$ cat src/rtl/cdc_pkg.sv
// cdc_pkg: shared types, constants and calendar helpers for the date counter
// used by cdc_front, cdc_queue, cdc_back and calendar_date_counter_unit
// no dependencies
package cdc_pkg;

	typedef enum logic [1:0] {
		FN_LOAD = 2'd0,
		FN_INC  = 2'd1,
		FN_DEC  = 2'd2,
		FN_CMP  = 2'd3
	} func_t;

	localparam logic [13:0] YEAR_MIN   = 14'd1900;
	localparam logic [13:0] YEAR_MAX   = 14'd9999;
	localparam logic [8:0]  R400_RESET = 9'd300;
	localparam logic [8:0]  R400_LAST  = 9'd399;

	typedef struct packed {
		func_t       func;
		logic [4:0]  day;
		logic [3:0]  month;
		logic [13:0] year;
		logic [2:0]  weekday;
		logic [8:0]  r400;
		logic        ok;
	} cdc_item_t;

	typedef struct packed {
		logic full;
		logic empty;
	} cdc_qstat_t;

	// leap year from the year modulo 400
	function automatic logic leap_of(input logic [8:0] r);
		leap_of = (r[1:0] == 2'd0) && (r != 9'd100) && (r != 9'd200) && (r != 9'd300);
	endfunction

	// month length, zero for a month outside 1..12
	function automatic logic [4:0] days_in(input logic [3:0] m, input logic leap);
		logic [4:0] n;
		case (m)
			4'd1, 4'd3, 4'd5, 4'd7, 4'd8, 4'd10, 4'd12: n = 5'd31;
			4'd4, 4'd6, 4'd9, 4'd11: n = 5'd30;
			4'd2: n = leap ? 5'd29 : 5'd28;
			default: n = 5'd0;
		endcase
		days_in = n;
	endfunction

endpackage

$ cat src/rtl/cdc_queue.sv
// cdc_queue: short fifo of decoded items between front and back
// depends on cdc_pkg
module cdc_queue
	import cdc_pkg::*;
#(
	parameter int DEPTH = 4
) (
	input  logic       clk,
	input  logic       arst_n,
	input  logic       push,
	input  cdc_item_t  push_item,
	input  logic       pop,
	output cdc_item_t  head_item,
	output cdc_qstat_t qstat
);

	localparam int AW = (DEPTH > 1) ? $clog2(DEPTH) : 1;
	localparam int CW = $clog2(DEPTH + 1);
	localparam logic [AW-1:0] LAST = AW'(DEPTH - 1);
	localparam logic [CW-1:0] FULL_CNT = CW'(DEPTH);

	cdc_item_t     mem_q [DEPTH];
	logic [AW-1:0] wr_ptr_q;
	logic [AW-1:0] rd_ptr_q;
	logic [CW-1:0] count_q;

	assign qstat.full  = (count_q == FULL_CNT);
	assign qstat.empty = (count_q == '0);
	assign head_item   = mem_q[rd_ptr_q];

	always_ff @(posedge clk) begin
		if (push) begin
			mem_q[wr_ptr_q] <= push_item;
		end
	end

	always_ff @(posedge clk or negedge arst_n) begin
		if (!arst_n) begin
			wr_ptr_q <= '0;
			rd_ptr_q <= '0;
			count_q  <= '0;
		end else begin
			if (push) begin
				wr_ptr_q <= (wr_ptr_q == LAST) ? '0 : wr_ptr_q + AW'(1);
			end
			if (pop) begin
				rd_ptr_q <= (rd_ptr_q == LAST) ? '0 : rd_ptr_q + AW'(1);
			end
			if (push && !pop) begin
				count_q <= count_q + CW'(1);
			end else if (pop && !push) begin
				count_q <= count_q - CW'(1);
			end
		end
	end

	a_count_bound: assert property (@(posedge clk) disable iff (!arst_n)
		count_q <= FULL_CNT) else $error("queue count above depth");
	a_no_overflow: assert property (@(posedge clk) disable iff (!arst_n)
		!(push && qstat.full)) else $error("push into full queue");
	a_no_underflow: assert property (@(posedge clk) disable iff (!arst_n)
		!(pop && qstat.empty)) else $error("pop from empty queue");

endmodule

$ cat src/rtl/cdc_front.sv
// cdc_front: accepts items, validates loads and works out the weekday and year phase
// three stage pipeline feeding cdc_queue; depends on cdc_pkg
module cdc_front
	import cdc_pkg::*;
(
	input  logic        clk,
	input  logic        arst_n,
	input  logic        cmd_valid,
	output logic        cmd_stall,
	input  logic [1:0]  func,
	input  logic [4:0]  in_day,
	input  logic [3:0]  in_month,
	input  logic [13:0] in_year,
	input  cdc_qstat_t  qstat,
	output logic        push,
	output cdc_item_t   push_item
);

	function automatic logic [8:0] days_before(input logic [3:0] m);
		logic [8:0] n;
		case (m)
			4'd2:  n = 9'd31;
			4'd3:  n = 9'd59;
			4'd4:  n = 9'd90;
			4'd5:  n = 9'd120;
			4'd6:  n = 9'd151;
			4'd7:  n = 9'd181;
			4'd8:  n = 9'd212;
			4'd9:  n = 9'd243;
			4'd10: n = 9'd273;
			4'd11: n = 9'd304;
			4'd12: n = 9'd334;
			default: n = 9'd0;
		endcase
		days_before = n;
	endfunction

	// modulo 7 by folding octal digits
	function automatic logic [2:0] mod7(input logic [13:0] s);
		logic [4:0] f;
		logic [3:0] g;
		f = 5'(s[2:0]) + 5'(s[5:3]) + 5'(s[8:6]) + 5'(s[11:9]) + 5'(s[13:12]);
		g = 4'(f[2:0]) + 4'(f[4:3]);
		mod7 = (g >= 4'd7) ? 3'(g - 4'd7) : g[2:0];
	endfunction

	logic rdy1, rdy2, rdy3;
	logic v_s1, v_s2, v_s3;

	// stage 1
	func_t       func_s1;
	logic [4:0]  day_s1;
	logic [3:0]  mon_s1;
	logic [13:0] year_s1;
	logic [11:0] q4_s1;
	logic [7:0]  q100_s1;
	logic [5:0]  q400_s1;

	// stage 2
	func_t       func_s2;
	logic [4:0]  day_s2;
	logic [3:0]  mon_s2;
	logic [13:0] year_s2;
	logic [13:0] sum_s2;
	logic [8:0]  r400_s2;
	logic        ok_s2;

	// stage 3
	func_t       func_s3;
	logic [4:0]  day_s3;
	logic [3:0]  mon_s3;
	logic [13:0] year_s3;
	logic [2:0]  wd_s3;
	logic [8:0]  r400_s3;
	logic        ok_s3;

	logic [13:0] ym1_in;
	logic [24:0] p100;
	logic [22:0] p400;

	logic [13:0] ym1_c;
	logic [13:0] rm_c;
	logic [8:0]  r400_c;
	logic        leap_c;
	logic [4:0]  mlen_c;
	logic        ok_c;
	logic [13:0] sum_c;

	assign rdy3      = !v_s3 || !qstat.full;
	assign rdy2      = !v_s2 || rdy3;
	assign rdy1      = !v_s1 || rdy2;
	assign cmd_stall = !rdy1;
	assign push      = v_s3 && !qstat.full;

	assign ym1_in = in_year - 14'd1;
	assign p100   = 25'({13'd0, ym1_in[13:2]}) * 25'd5243;
	assign p400   = 23'({13'd0, ym1_in[13:4]}) * 23'd5243;

	always_comb begin
		ym1_c  = year_s1 - 14'd1;
		rm_c   = ym1_c - 14'({8'd0, q400_s1} * 14'd400);
		r400_c = (rm_c[8:0] == R400_LAST) ? 9'd0 : rm_c[8:0] + 9'd1;
		leap_c = leap_of(r400_c);
		mlen_c = days_in(mon_s1, leap_c);
		ok_c   = (year_s1 >= YEAR_MIN) && (year_s1 <= YEAR_MAX)
			&& (day_s1 != 5'd0) && (day_s1 <= mlen_c);
		sum_c  = (year_s1 - YEAR_MIN)
			+ 14'(q4_s1) - 14'(q100_s1) + 14'(q400_s1) - 14'd460
			+ 14'(days_before(mon_s1))
			+ 14'((mon_s1 > 4'd2) && leap_c)
			+ 14'(day_s1) - 14'd1;
	end

	always_ff @(posedge clk or negedge arst_n) begin
		if (!arst_n) begin
			v_s1 <= 1'b0;
			v_s2 <= 1'b0;
			v_s3 <= 1'b0;
		end else begin
			if (rdy1) begin
				v_s1 <= cmd_valid;
			end
			if (rdy2) begin
				v_s2 <= v_s1;
			end
			if (rdy3) begin
				v_s3 <= v_s2;
			end
		end
	end

	always_ff @(posedge clk) begin
		if (rdy1 && cmd_valid) begin
			func_s1 <= func_t'(func);
			day_s1  <= in_day;
			mon_s1  <= in_month;
			year_s1 <= in_year;
			q4_s1   <= ym1_in[13:2];
			q100_s1 <= p100[24:17];
			q400_s1 <= p400[22:17];
		end
		if (rdy2 && v_s1) begin
			func_s2 <= func_s1;
			day_s2  <= day_s1;
			mon_s2  <= mon_s1;
			year_s2 <= year_s1;
			sum_s2  <= sum_c;
			r400_s2 <= r400_c;
			ok_s2   <= ok_c;
		end
		if (rdy3 && v_s2) begin
			func_s3 <= func_s2;
			day_s3  <= day_s2;
			mon_s3  <= mon_s2;
			year_s3 <= year_s2;
			wd_s3   <= mod7(sum_s2);
			r400_s3 <= r400_s2;
			ok_s3   <= ok_s2;
		end
	end

	always_comb begin
		push_item.func    = func_s3;
		push_item.day     = day_s3;
		push_item.month   = mon_s3;
		push_item.year    = year_s3;
		push_item.weekday = wd_s3;
		push_item.r400    = r400_s3;
		push_item.ok      = ok_s3;
	end

endmodule

$ cat src/rtl/cdc_back.sv
// cdc_back: holds the stored date and carries out queued items
// registered result stage; depends on cdc_pkg
module cdc_back
	import cdc_pkg::*;
(
	input  logic        clk,
	input  logic        arst_n,
	input  cdc_item_t   head_item,
	input  cdc_qstat_t  qstat,
	output logic        pop,
	output logic        res_valid,
	input  logic        res_stall,
	output logic [4:0]  out_day,
	output logic [3:0]  out_month,
	output logic [13:0] out_year,
	output logic [2:0]  weekday,
	output logic        valid_res,
	output logic        stored_less,
	output logic        stored_less_equal,
	output logic        stored_equal
);

	logic [4:0]  cur_day_q;
	logic [3:0]  cur_month_q;
	logic [13:0] cur_year_q;
	logic [2:0]  cur_wd_q;
	logic [8:0]  cur_r400_q;
	logic        res_valid_q;

	logic        leap_cur;
	logic [4:0]  mlen_cur;
	logic [4:0]  nx_day;
	logic [3:0]  nx_month;
	logic [13:0] nx_year;
	logic [2:0]  nx_wd;
	logic [8:0]  nx_r400;
	logic        ok, lt, le, eq;
	logic [22:0] key_cur, key_in;

	assign pop       = !qstat.empty && (!res_valid_q || !res_stall);
	assign res_valid = res_valid_q;
	assign leap_cur  = leap_of(cur_r400_q);
	assign mlen_cur  = days_in(cur_month_q, leap_cur);
	assign key_cur   = {cur_year_q, cur_month_q, cur_day_q};
	assign key_in    = {head_item.year, head_item.month, head_item.day};

	always_comb begin
		nx_day   = cur_day_q;
		nx_month = cur_month_q;
		nx_year  = cur_year_q;
		nx_wd    = cur_wd_q;
		nx_r400  = cur_r400_q;
		ok       = 1'b1;
		lt       = 1'b0;
		le       = 1'b0;
		eq       = 1'b0;
		case (head_item.func)
			FN_LOAD: begin
				ok = head_item.ok;
				if (head_item.ok) begin
					nx_day   = head_item.day;
					nx_month = head_item.month;
					nx_year  = head_item.year;
					nx_wd    = head_item.weekday;
					nx_r400  = head_item.r400;
				end
			end
			FN_INC: begin
				if (cur_day_q < mlen_cur) begin
					nx_day = cur_day_q + 5'd1;
				end else if (cur_month_q < 4'd12) begin
					nx_day   = 5'd1;
					nx_month = cur_month_q + 4'd1;
				end else if (cur_year_q < YEAR_MAX) begin
					nx_day   = 5'd1;
					nx_month = 4'd1;
					nx_year  = cur_year_q + 14'd1;
					nx_r400  = (cur_r400_q == R400_LAST) ? 9'd0 : cur_r400_q + 9'd1;
				end else begin
					ok = 1'b0;
				end
				if (ok) begin
					nx_wd = (cur_wd_q == 3'd6) ? 3'd0 : cur_wd_q + 3'd1;
				end
			end
			FN_DEC: begin
				if (cur_day_q > 5'd1) begin
					nx_day = cur_day_q - 5'd1;
				end else if (cur_month_q > 4'd1) begin
					nx_month = cur_month_q - 4'd1;
					nx_day   = days_in(cur_month_q - 4'd1, leap_cur);
				end else if (cur_year_q > YEAR_MIN) begin
					nx_year  = cur_year_q - 14'd1;
					nx_month = 4'd12;
					nx_day   = 5'd31;
					nx_r400  = (cur_r400_q == 9'd0) ? R400_LAST : cur_r400_q - 9'd1;
				end else begin
					ok = 1'b0;
				end
				if (ok) begin
					nx_wd = (cur_wd_q == 3'd0) ? 3'd6 : cur_wd_q - 3'd1;
				end
			end
			FN_CMP: begin
				lt = key_cur < key_in;
				le = key_cur <= key_in;
				eq = key_cur == key_in;
			end
			default: begin
				ok = 1'b1;
			end
		endcase
	end

	always_ff @(posedge clk or negedge arst_n) begin
		if (!arst_n) begin
			cur_day_q   <= 5'd1;
			cur_month_q <= 4'd1;
			cur_year_q  <= YEAR_MIN;
			cur_wd_q    <= 3'd0;
			cur_r400_q  <= R400_RESET;
			res_valid_q <= 1'b0;
		end else begin
			if (pop) begin
				cur_day_q   <= nx_day;
				cur_month_q <= nx_month;
				cur_year_q  <= nx_year;
				cur_wd_q    <= nx_wd;
				cur_r400_q  <= nx_r400;
				res_valid_q <= 1'b1;
			end else if (!res_stall) begin
				res_valid_q <= 1'b0;
			end
		end
	end

	always_ff @(posedge clk) begin
		if (pop) begin
			out_day           <= nx_day;
			out_month         <= nx_month;
			out_year          <= nx_year;
			weekday           <= nx_wd;
			valid_res         <= ok;
			stored_less       <= lt;
			stored_less_equal <= le;
			stored_equal      <= eq;
		end
	end

	a_day_fits: assert property (@(posedge clk) disable iff (!arst_n)
		cur_day_q != 5'd0 && cur_day_q <= mlen_cur) else $error("stored day out of month");
	a_state_range: assert property (@(posedge clk) disable iff (!arst_n)
		cur_year_q >= YEAR_MIN && cur_year_q <= YEAR_MAX && cur_r400_q <= R400_LAST
		&& cur_wd_q <= 3'd6) else $error("stored date out of range");
	a_cmp_holds: assert property (@(posedge clk) disable iff (!arst_n)
		pop && head_item.func == FN_CMP |=> $stable(cur_day_q) && $stable(cur_month_q)
		&& $stable(cur_year_q) && $stable(cur_wd_q)) else $error("compare changed state");

endmodule

$ cat src/rtl/calendar_date_counter_unit.sv
// calendar_date_counter_unit: gregorian date counter with weekday
// instantiates cdc_front, cdc_queue and cdc_back; depends on cdc_pkg
//
// command channel: cmd_valid/cmd_stall with func, in_day, in_month, in_year
//   func selects load, increment, decrement or compare against the given date
// result channel: res_valid/res_stall, one result item per command item,
//   carrying the stored date and weekday after the command and the flags
// an accepted item passes the three front stages (reciprocal divides,
//   day sum, modulo 7 fold) and the queue; then the back stage updates the
//   stored date and loads the output register that shows the result
// throughput: one item per cycle, sustained, with both sides flowing
// a receiver stall holds the result; the queue of QUEUE_DEPTH entries then
//   fills and cmd_stall rises once the front pipeline is also full
// reset: stored date becomes 1 Jan 1900, a Monday, and all pipes empty
module calendar_date_counter_unit
	import cdc_pkg::*;
#(
	parameter int QUEUE_DEPTH = 4
) (
	input  logic        clk,
	input  logic        arst_n,
	input  logic        cmd_valid,
	output logic        cmd_stall,
	input  logic [1:0]  func,
	input  logic [4:0]  in_day,
	input  logic [3:0]  in_month,
	input  logic [13:0] in_year,
	output logic        res_valid,
	input  logic        res_stall,
	output logic [4:0]  out_day,
	output logic [3:0]  out_month,
	output logic [13:0] out_year,
	output logic [2:0]  weekday,
	output logic        valid_res,
	output logic        stored_less,
	output logic        stored_less_equal,
	output logic        stored_equal
);

	cdc_qstat_t qstat;
	cdc_item_t  push_item;
	cdc_item_t  head_item;
	logic       push;
	logic       pop;

	cdc_front u_front (
		.clk       (clk),
		.arst_n    (arst_n),
		.cmd_valid (cmd_valid),
		.cmd_stall (cmd_stall),
		.func      (func),
		.in_day    (in_day),
		.in_month  (in_month),
		.in_year   (in_year),
		.qstat     (qstat),
		.push      (push),
		.push_item (push_item)
	);

	cdc_queue #(
		.DEPTH (QUEUE_DEPTH)
	) u_queue (
		.clk       (clk),
		.arst_n    (arst_n),
		.push      (push),
		.push_item (push_item),
		.pop       (pop),
		.head_item (head_item),
		.qstat     (qstat)
	);

	cdc_back u_back (
		.clk               (clk),
		.arst_n            (arst_n),
		.head_item         (head_item),
		.qstat             (qstat),
		.pop               (pop),
		.res_valid         (res_valid),
		.res_stall         (res_stall),
		.out_day           (out_day),
		.out_month         (out_month),
		.out_year          (out_year),
		.weekday           (weekday),
		.valid_res         (valid_res),
		.stored_less       (stored_less),
		.stored_less_equal (stored_less_equal),
		.stored_equal      (stored_equal)
	);

endmodule
$ cat config.mk
export PLATFORM = sky130hd
export DESIGN_NAME = calendar_date_counter_unit
export DESIGN_NICKNAME = d
export VERILOG_FILES = /design/src/rtl/cdc_pkg.sv /design/src/rtl/cdc_queue.sv /design/src/rtl/cdc_front.sv /design/src/rtl/cdc_back.sv /design/src/rtl/calendar_date_counter_unit.sv
export SDC_FILE = /design/constraint.sdc
export NUM_CORES = 1
export LEC_CHECK = 0
export BUFFER_PORTS_ARGS = -buffer_cell sky130_fd_sc_hd__buf_2
export CAP_MARGIN = 20
export CORE_UTILIZATION = 54
export DETAILED_ROUTE_END_ITERATION = 10
export HOLD_SLACK_MARGIN = 0.1
export MAX_ROUTING_LAYER = met4
export PLACE_DENSITY_LB_ADDON = 0.08
export SETUP_SLACK_MARGIN = 0.1
export SLEW_MARGIN = 20
export SYNTH_ARGS = -nofsm -noshare
export SYNTH_HDL_FRONTEND = slang
export SYNTH_SLANG_ARGS = --single-unit
$ cat constraint.sdc
create_clock -name clk -period 7.8 [get_ports clk]
set_input_delay 1.17 -clock clk [delete_from_list [all_inputs] [get_ports clk]]
set_output_delay 1.17 -clock clk [all_outputs]
set_load 0.005 [all_outputs]
==> results of run 1 <==
-- path summary, 6_finish.rpt --
| path | start | end | slack [ns] | depth (start not counted) |
|---|---|---|---|---|
| min | u_front.func_s2[1] | u_front.func_s3[1] | 0.40 | 0 |
| max in group asynchronous | arst_n | u_queue.rd_ptr_q[0] | 6.59 | 2 |
| max | in_year[0] | u_front.q100_s1[7] | 0.47 | 26 |
| min in group asynchronous | arst_n | u_back.cur_year_q[4] | 0.72 | 2 |
| max reg2reg | u_front.year_s1[0] | u_front.sum_s2[12] | 0.61 | 23 |
| min reg2reg | u_front.func_s2[1] | u_front.func_s3[1] | 0.40 | 0 |
-- sequential cells by signal, indices dropped and copies added, names as in the netlist, 12 cells and up, named ones only --
signal / count
u_front.year_s1: 14
u_back.out_year: 14
u_back.cur_year_q: 14
u_front.year_s2: 14
u_front.sum_s2: 14
u_queue.mem_q: 152
u_front.year_s3: 14
u_front.q4_s1: 12
-- cell families (layout without fill, tap and decap cells) --
family	after synthesis	count (layout)	synth area share
AOI/OAI and AO/OA	398	398	0.1144
xor gates and xnor gates	73	73	0.02734
adders and majority gates	320	320	0.1987
buffers and inverters	335	436	0.05563
DFF	375	375	0.4631
muxes	71	71	0.05113
other	0	2	0
and+or+nand+nor	402	402	0.08968
-- layout by cell type (no fill, tap or decap), types with 37 or more instances in the layout --
| master | n |
|---|---|
| edfxtp_1 | 320 |
| inv_1 | 255 |
| ha_1 | 226 |
| nand2_1 | 98 |
| fa_1 | 93 |
| o21ai_0 | 85 |
| a21oi_1 | 81 |
| nor2_1 | 76 |
| buf_2 | 60 |
| xnor2_1 | 49 |
| nor3_1 | 45 |
| buf_4 | 43 |
| clkbuf_16 | 41 |
| mux4_2 | 38 |
| nand3_1 | 37 |
-- metrics by stage --
step	setup slack, ns	utilization
after global placement	-0.2307	0.5723
after global routing	0.1080	0.6046
after detailed placement	-0.2623	0.5723
after floorplan	0.1272	-
after CTS	0.3569	0.6044
final	0.4685	0.6046
-- per-layer routing --
metal  share of wire  vias up  track usage
met5               0        -            -
met4           0.037        0       0.1002
met3           0.047      115      0.03249
met2            0.49      435       0.4265
met1            0.42     7608       0.3289
li1                -     7315            -
-- area by class of cell --
| cell class | count | area [µm²] | area share |
|---|---|---|---|
| clock buffers | 48 | 1082 | 0.04147 |
| clock inverters | 28 | 300.3 | 0.01151 |
| well taps | 585 | 732.0 | 0.02804 |
| flip-flops and latches | 375 | 10960 | 0.4198 |
| multi-input cells | 1264 | 11430 | 0.4381 |
| inverters | 257 | 964.7 | 0.03696 |
| diodes | 2 | 5.005 | 0.0001918 |
| repair buffers | 103 | 623.1 | 0.02387 |
-- what timing repair did --
| item | in CTS | in global routing |
|---|---|---|
| endpoints found under the setup margin | 0 | 5 |
| resized for setup | 0 | 1 |
| hold buffers | 0 | 0 |
==> flow_metrics.tcl, run 1 <==
set metrics [dict create \
    finalNonFillerCells 2662 \
    crit_buf_inv 6 \
    final_cell_area_mm2 0.02610 \
    crit_path_start_kind "input pin" \
    worst_path_largest_cell_delay_ns 0.56 \
    timing.setup.critical_path_class "in2reg" \
    start_util 0.5481 \
    detail_route.iter0.violations 1012 \
    status "finished, final reports clean" \
    path_common_cell "fa_1" \
    post_route_cells_drive_above_1_share 0.1388 \
    synth.yosys.warnings 0 \
    final_min_period_over_clock_period 0.9399 \
    die_y_um 211.3 \
    netlist_top_cells_area "edfxtp_1 (41%), ha_1 (12%), fa_1 (7.9%)" \
    cts_tree "yes" \
    die_area_mm2 0.04466 \
    cpLargestDelayFamily "adder cells" \
    globalRoute.totalOverflow 0 \
    rsz0062_at_grt "false" \
    synth_largest_area_cell "edfxtp_1" \
    worstMarginPinSlew_ns 1.138 \
    setup-tns-final_ns 0 \
    route.vias.total 15470 \
    core.rowCount 76 \
    yosysUniqueCellTypes 102 \
    synthesis.area_mm2 0.02366 \
    grtUsageTotal 0.2594 \
    cts-root-to-sink-buffers 3 \
    timing.max_slew.rel_slack 0.2412 \
    remaining_drc_errors 0 \
    portBuffers 60 \
    detail-route-antenna-nets 0 \
    crit_path_max_delay_cell_type "fa_1" \
    cp_max_fo 4 \
    drt-vias-per-instance 5.813 \
    routed_wl_um 53340 \
    synth.net_count 2323 \
    clock_skew_ns 0.02936 \
    number_of_h_tree_levels 2 \
    post_drt_wl_per_cell_um 20.04 \
    clockRootBuffer "clkbuf_16" \
    critPathArrivalTime_ns 7.65 \
    finalWeightedCongestion 0.9447 \
    timing_max_transition_violations_final 0 \
    synth_edf_count 320 \
    synth.most_common_cell "edfxtp_1" \
    worstHoldPathType "reg2reg" \
    count_of_final_hold_check_violations 0 \
    drt_first_pass_iters 7 \
    grt_first_pass_wirelength_um 86660 \
    clk_transition_reported_paths_ns 0.06 \
    design.final.nets 2391 \
    post-place-cells 2584 \
    yosys_top_cell_area_share 0.4061 \
    netlist_instances 1974 \
    avgSynthCellArea_um2 11.99 \
    yosysSeqAreaShare 0.4631 \
    place_hpwl_um 39250 \
    clock.fmax_ghz 0.1364 \
    worstPathRequired_ns 8.12 \
    vias_in_the_first_global_route 15930 \
    pin_count 61 \
    antenna_violations_before_repair 2 \
    die_x_extent_um 211.3 \
    post_cts.repair.setup_buffers 0 \
    core_region_area_mm2 0.04317 \
    synth_seq_cells 375 \
    critPathCaptureType "flop" \
    finalCriticalPeriod_ns 7.332 \
    total_setup_violations_reported_at_the_end_of_the_flow 0 \
    cts-buffers-inserted 41 \
    filler_cell_count 3524 \
    placed_area_mm2 0.02471 \
    clk_latency_ns 0.58 \
    cap_violations 0 \
    layout-area-overhead-vs-synth_pct 10.31 \
    synth.top_cells.by_count "edfxtp_1 (320), inv_1 (256), ha_1 (227), nand2_1 (98), fa_1 (93)" \
    synth-async-reset-ratio 0.1227 \
    pin_count_of_the_biggest_net_entering_global_routing 57 \
    final.hold.worst_slack_ns 0.3975 \
    clock-sinks 375 \
    ys.flop_type "edfxtp_1" \
]
Power of run 1 is not shown: default switching activity piles up to over one toggle a cycle in this logic, so the estimate is an artifact.
==> inputs of run 2 (changes only) <==
--- a/config.mk
+++ b/config.mk
@@ -10,7 +10,6 @@
 export CORE_UTILIZATION = 54
 export DETAILED_ROUTE_END_ITERATION = 10
 export HOLD_SLACK_MARGIN = 0.1
-export MAX_ROUTING_LAYER = met4
 export PLACE_DENSITY_LB_ADDON = 0.08
 export SETUP_SLACK_MARGIN = 0.1
 export SLEW_MARGIN = 20
==> flow_metrics.tcl, run 2 (same netlist as run 1, synthesis figures left out) <==
set metrics [dict create \
    worstPathRequired_ns 8.10 \
    post_route_cells_drive_above_1_share 0.1306 \
    worst_path_largest_cell_delay_ns 0.57 \
    pin_count_of_the_biggest_net_entering_global_routing 57 \
    grtUsageTotal 0.2437 \
    cpLargestDelayFamily "adder cells" \
    drt-vias-per-instance 5.762 \
    die_area_mm2 0.04466 \
    crit_path_start_kind "input pin" \
    pin_count 61 \
    design.final.nets 2386 \
    detail_route.iter0.violations 1037 \
    worstHoldPathType "reg2reg" \
    place_hpwl_um 38440 \
    filler_cell_count 3531 \
    crit_path_max_delay_cell_type "fa_1" \
    cts-root-to-sink-buffers 3 \
    worstHoldStart "u_front.year_s2[5]" \
    finalWorstSetupSlack_ns 0.3940 \
    finalCriticalPeriod_ns 7.406 \
    clock-sinks 375 \
    crit_buf_inv 6 \
    clock_skew_ns 0.02482 \
    cap_violations 0 \
    globalRoute.totalOverflow 0 \
    clk_transition_reported_paths_ns 0.06 \
    timing_max_transition_violations_final 0 \
    count_of_final_hold_check_violations 0 \
    route.vias.total 15290 \
    timing.setup.critical_path_class "in2reg" \
    layout_commonest_cell "edfxtp_1" \
    cp_max_fo 3 \
    drt_first_pass_iters 5 \
    cts_tree "yes" \
    portBuffers 60 \
    status "finished, final reports clean" \
    total_setup_violations_reported_at_the_end_of_the_flow 0 \
    die_y_um 211.3 \
    final.hold.worst_slack_ns 0.4085 \
    top_register "u_queue.mem_q" \
    post_drt_wl_per_cell_um 19.67 \
    grt_first_pass_wirelength_um 83760 \
    timing.max_slew.rel_slack 0.2563 \
    critPathArrivalTime_ns 7.70 \
    start_util 0.5481 \
    cts-buffers-inserted 41 \
    rsz0062_at_grt "false" \
    core.rowCount 76 \
    vias_in_the_first_global_route 15440 \
    core_region_area_mm2 0.04317 \
    critPathCaptureType "flop" \
    clockRootBuffer "clkbuf_16" \
    setup-tns-final_ns 0 \
    clk_latency_ns 0.57 \
    number_of_h_tree_levels 2 \
    most-common-layout-cells "edfxtp_1 (320), inv_1 (255), ha_1 (226)" \
    worstMarginPinSlew_ns 1.116 \
    routed_wl_um 52210 \
    finalCoreUtilization 0.6012 \
    critical_register_to_register_path_startpoint "u_front.year_s1[0]" \
    origin_of_the_worst_setup_path "in_year[0]" \
    flip_flop_count_of_the_largest_register_all_copies_and_words_added 152 \
    detail-route-antenna-nets 0 \
    finalWeightedCongestion 0.9493 \
    register_cell_area_after_layout_mm2 0.01096 \
    post-place-ws_ns -0.1721 \
    cts_hold_buf 0 \
    clock.fmax_ghz 0.1350 \
    multiInputGateArea_mm2 0.01144 \
    remaining_drc_errors 0 \
    antenna_violations_before_repair 2 \
    die_x_extent_um 211.3 \
    final_min_period_over_clock_period 0.9495 \
    layout-area-overhead-vs-synth_pct 9.693 \
]
run 2: metal layers:
metal  global-route usage  share of wire  up-vias
li1                     -              -     7312
met1               0.3166           0.43     7526
met2               0.4228           0.50      368
met3              0.03605          0.044       84
met4              0.07146          0.024        2
met5                    0        0.00025        -
run 2: area by class of cell:
class,instances,share of cell area
multi-input combinational,1264,0.4407
sequential,375,0.4222
clock buffer,50,0.04247
inverter,257,0.03717
tap,585,0.02820
timing repair buffer,98,0.02256
clock inverter,24,0.006653
antenna,1,0.00009641
run 2: timing repair:
action	4_1_cts	5_1_grt
endpoints found under the setup margin	0	2
buffers inserted	0	1
resized for setup	0	2
run 2: final timing paths:
check | end | slack, ns | depth (start not counted)
max | u_front.q100_s1[7] | 0.39 | 26
min | u_front.year_s3[5] | 0.41 | 0
max reg2reg | u_front.sum_s2[12] | 0.63 | 23
min reg2reg | u_front.year_s3[5] | 0.41 | 0
max in group asynchronous | u_back.cur_r400_q[7] | 6.60 | 2
min in group asynchronous | u_queue.count_q[1] | 0.71 | 2
run 2: through the flow:
step                cells  cell area [µm²]
floorplan            1974            23690
global placement     2578            24660
detailed placement   2578            24660
CTS                  2652            25940
global route         2653            25950
finish               2654            25950
Power of run 2 is left out for the same reason.
==> inputs of run 3 (changes only) <==
==> constraint.sdc (replaced) <==
create_clock -name clk -period 7.8 [get_ports clk]
set_input_delay 0 -clock clk [delete_from_list [all_inputs] [get_ports clk]]
set_output_delay 0 -clock clk [all_outputs]
set_load 0.005 [all_outputs]
==> flow_metrics.tcl, run 3 (same netlist as run 1, synthesis figures left out) <==
set metrics [dict create \
    n_antenna_cell 0 \
    count_of_final_hold_check_violations 0 \
    route.vias.total 15500 \
    final_min_period_over_clock_period 0.9295 \
    core.rowCount 76 \
    design.final.nets 2396 \
    crit_path_start_kind "input pin" \
    cts_tree "yes" \
    top_register "u_queue.mem_q" \
    vias_in_the_first_global_route 15390 \
    layout_commonest_cell "edfxtp_1" \
    grtUsageTotal 0.2445 \
    met2_wirelength_um 26320 \
    post_cts.repair.setup_buffers 0 \
    detail_route.iter0.violations 1114 \
    die_y_um 211.3 \
    start_util 0.5481 \
    clk_transition_reported_paths_ns 0.06 \
    total_setup_violations_reported_at_the_end_of_the_flow 0 \
    status "finished, final reports clean" \
    register_cell_area_after_layout_mm2 0.01096 \
    grt_first_pass_wirelength_um 84530 \
    cap_violations 0 \
    portBuffers 60 \
    antenna_violations_before_repair 0 \
    flip_flop_count_of_the_largest_register_all_copies_and_words_added 152 \
    cts-buffers-inserted 40 \
    pin_count 61 \
    filler_cell_count 3498 \
    core_region_area_mm2 0.04317 \
    timing.setup.critical_path_class "in2reg" \
    drt-vias-per-instance 5.824 \
    clock-sinks 375 \
    die_x_extent_um 211.3 \
    worstPathRequired_ns 8.08 \
    finalCriticalPeriod_ns 7.250 \
    post_drt_wl_per_cell_um 19.81 \
    cp_max_fo 6 \
    critPathArrivalTime_ns 7.53 \
    routed_wl_um 52700 \
    final.hold.worst_slack_ns 0.1046 \
    clock.fmax_ghz 0.1379 \
    multiInputGateArea_mm2 0.01141 \
    clk_latency_ns 0.55 \
    timing_max_transition_violations_final 0 \
    critPathCaptureType "flop" \
    wire_length_the_detailed_router_placed_on_met1_um 22720 \
    finalWeightedCongestion 0.9363 \
    clockRootBuffer "clkbuf_16" \
    setup-tns-final_ns 0 \
    die_area_mm2 0.04466 \
    detail-route-antenna-nets 0 \
    highest-signal-layer "met4" \
    layout-area-overhead-vs-synth_pct 10.22 \
    post_route_cells_drive_above_1_share 0.1224 \
    rsz0062_at_grt "false" \
    pin_count_of_the_biggest_net_entering_global_routing 57 \
    worstHoldPathType "in2async" \
    place_hpwl_um 38020 \
    timing.max_slew.rel_slack 0.1884 \
    worstMarginPinSlew_ns 1.213 \
    globalRoute.totalOverflow 0 \
    most-common-layout-cells "edfxtp_1 (320), inv_1 (256), ha_1 (226)" \
    cts-root-to-sink-buffers 3 \
    drt_first_pass_iters 6 \
    remaining_drc_errors 0 \
    wl_met3_um 2297 \
    number_of_h_tree_levels 2 \
    clock_skew_ns 0.02344 \
]
## run 3: cell count changes in the layout (fill, tap and decap cells not counted), moves of 3 or more
| cell | delta |
|---|---|
| buf_4 | -17 |
| dlygate4sd3_1 | +28 |
| clkinv_2 | +6 |
| clkinv_4 | -3 |
| clkinvlp_4 | +3 |
| clkinv_1 | -5 |
| clkbuf_1 | -4 |
| clkbuf_16 | -3 |
## run 3: layout make-up
class                   instances  area share
multi-input cells            1264      0.4376
flip-flops and latches        375      0.4202
clock buffers                  44     0.03934
inverters                     257     0.03699
repair buffers                109     0.02831
well taps                     585     0.02807
clock inverters                27    0.009499
## run 3: metrics by stage
stage	util	cells	cell area [µm²]	worst slack (ns)
after detailed placement	0.5679	2562	24520	0.4384
after CTS	0.6039	2661	26070	0.4037
after floorplan	-	1974	23660	1.013
final	0.6041	2661	26080	0.5501
after global placement	0.5679	2562	24520	0.6576
after global routing	0.6041	2661	26080	0.2071
## run 3: layer usage
metal | up-vias | GRT usage
met5 | - | 0
met4 | 0 | 0.07946
met3 | 97 | 0.02967
met2 | 427 | 0.4246
met1 | 7666 | 0.3186
li1 | 7307 | -
## run 3: critical path, stage by stage
cell and delay [ns]:
dlygate4sd3_1 0.53, buf_2 0.14, or3_4 0.41, or4_4 0.48, or3_1 0.41, nor3_2 0.21
nand2b_1 0.12, nor3_2 0.13, xor2_1 0.15, buf_4 0.16, inv_1 0.11, fa_1 0.59
inv_1 0.07, fa_1 0.49, inv_1 0.05, fa_1 0.58, inv_1 0.08, fa_1 0.54
inv_1 0.05, fa_1 0.48, ha_1 0.33, a21o_1 0.16, a21o_1 0.17, a21oi_1 0.22
a21boi_0 0.48, o21ai_0 0.22, xnor2_1 0.16
## run 3: final timing paths
check	from	end	slack, ns	cells after the start
setup / recovery	in_year[0]	u_front.q100_s1[4]	0.55	27
hold / removal	arst_n	u_back.cur_wd_q[1]	0.10	3
setup reg to reg	u_front.year_s1[0]	u_front.sum_s2[12]	0.75	23
hold reg to reg	u_front.day_s2[4]	u_front.day_s3[4]	0.41	0
max in group asynchronous	arst_n	u_queue.rd_ptr_q[0]	7.21	3
min in group clk	in_day[0]	u_front.day_s1[0]	0.17	2
## run 3: timing repair
item | 4_1_cts | 5_1_grt
endpoints found under the setup margin | 0 | 2
gates resized for setup | 0 | 1
endpoints found under the hold margin | 89 | 0
hold buffers | 28 | 0
Power of run 3 is left out for the same reason.
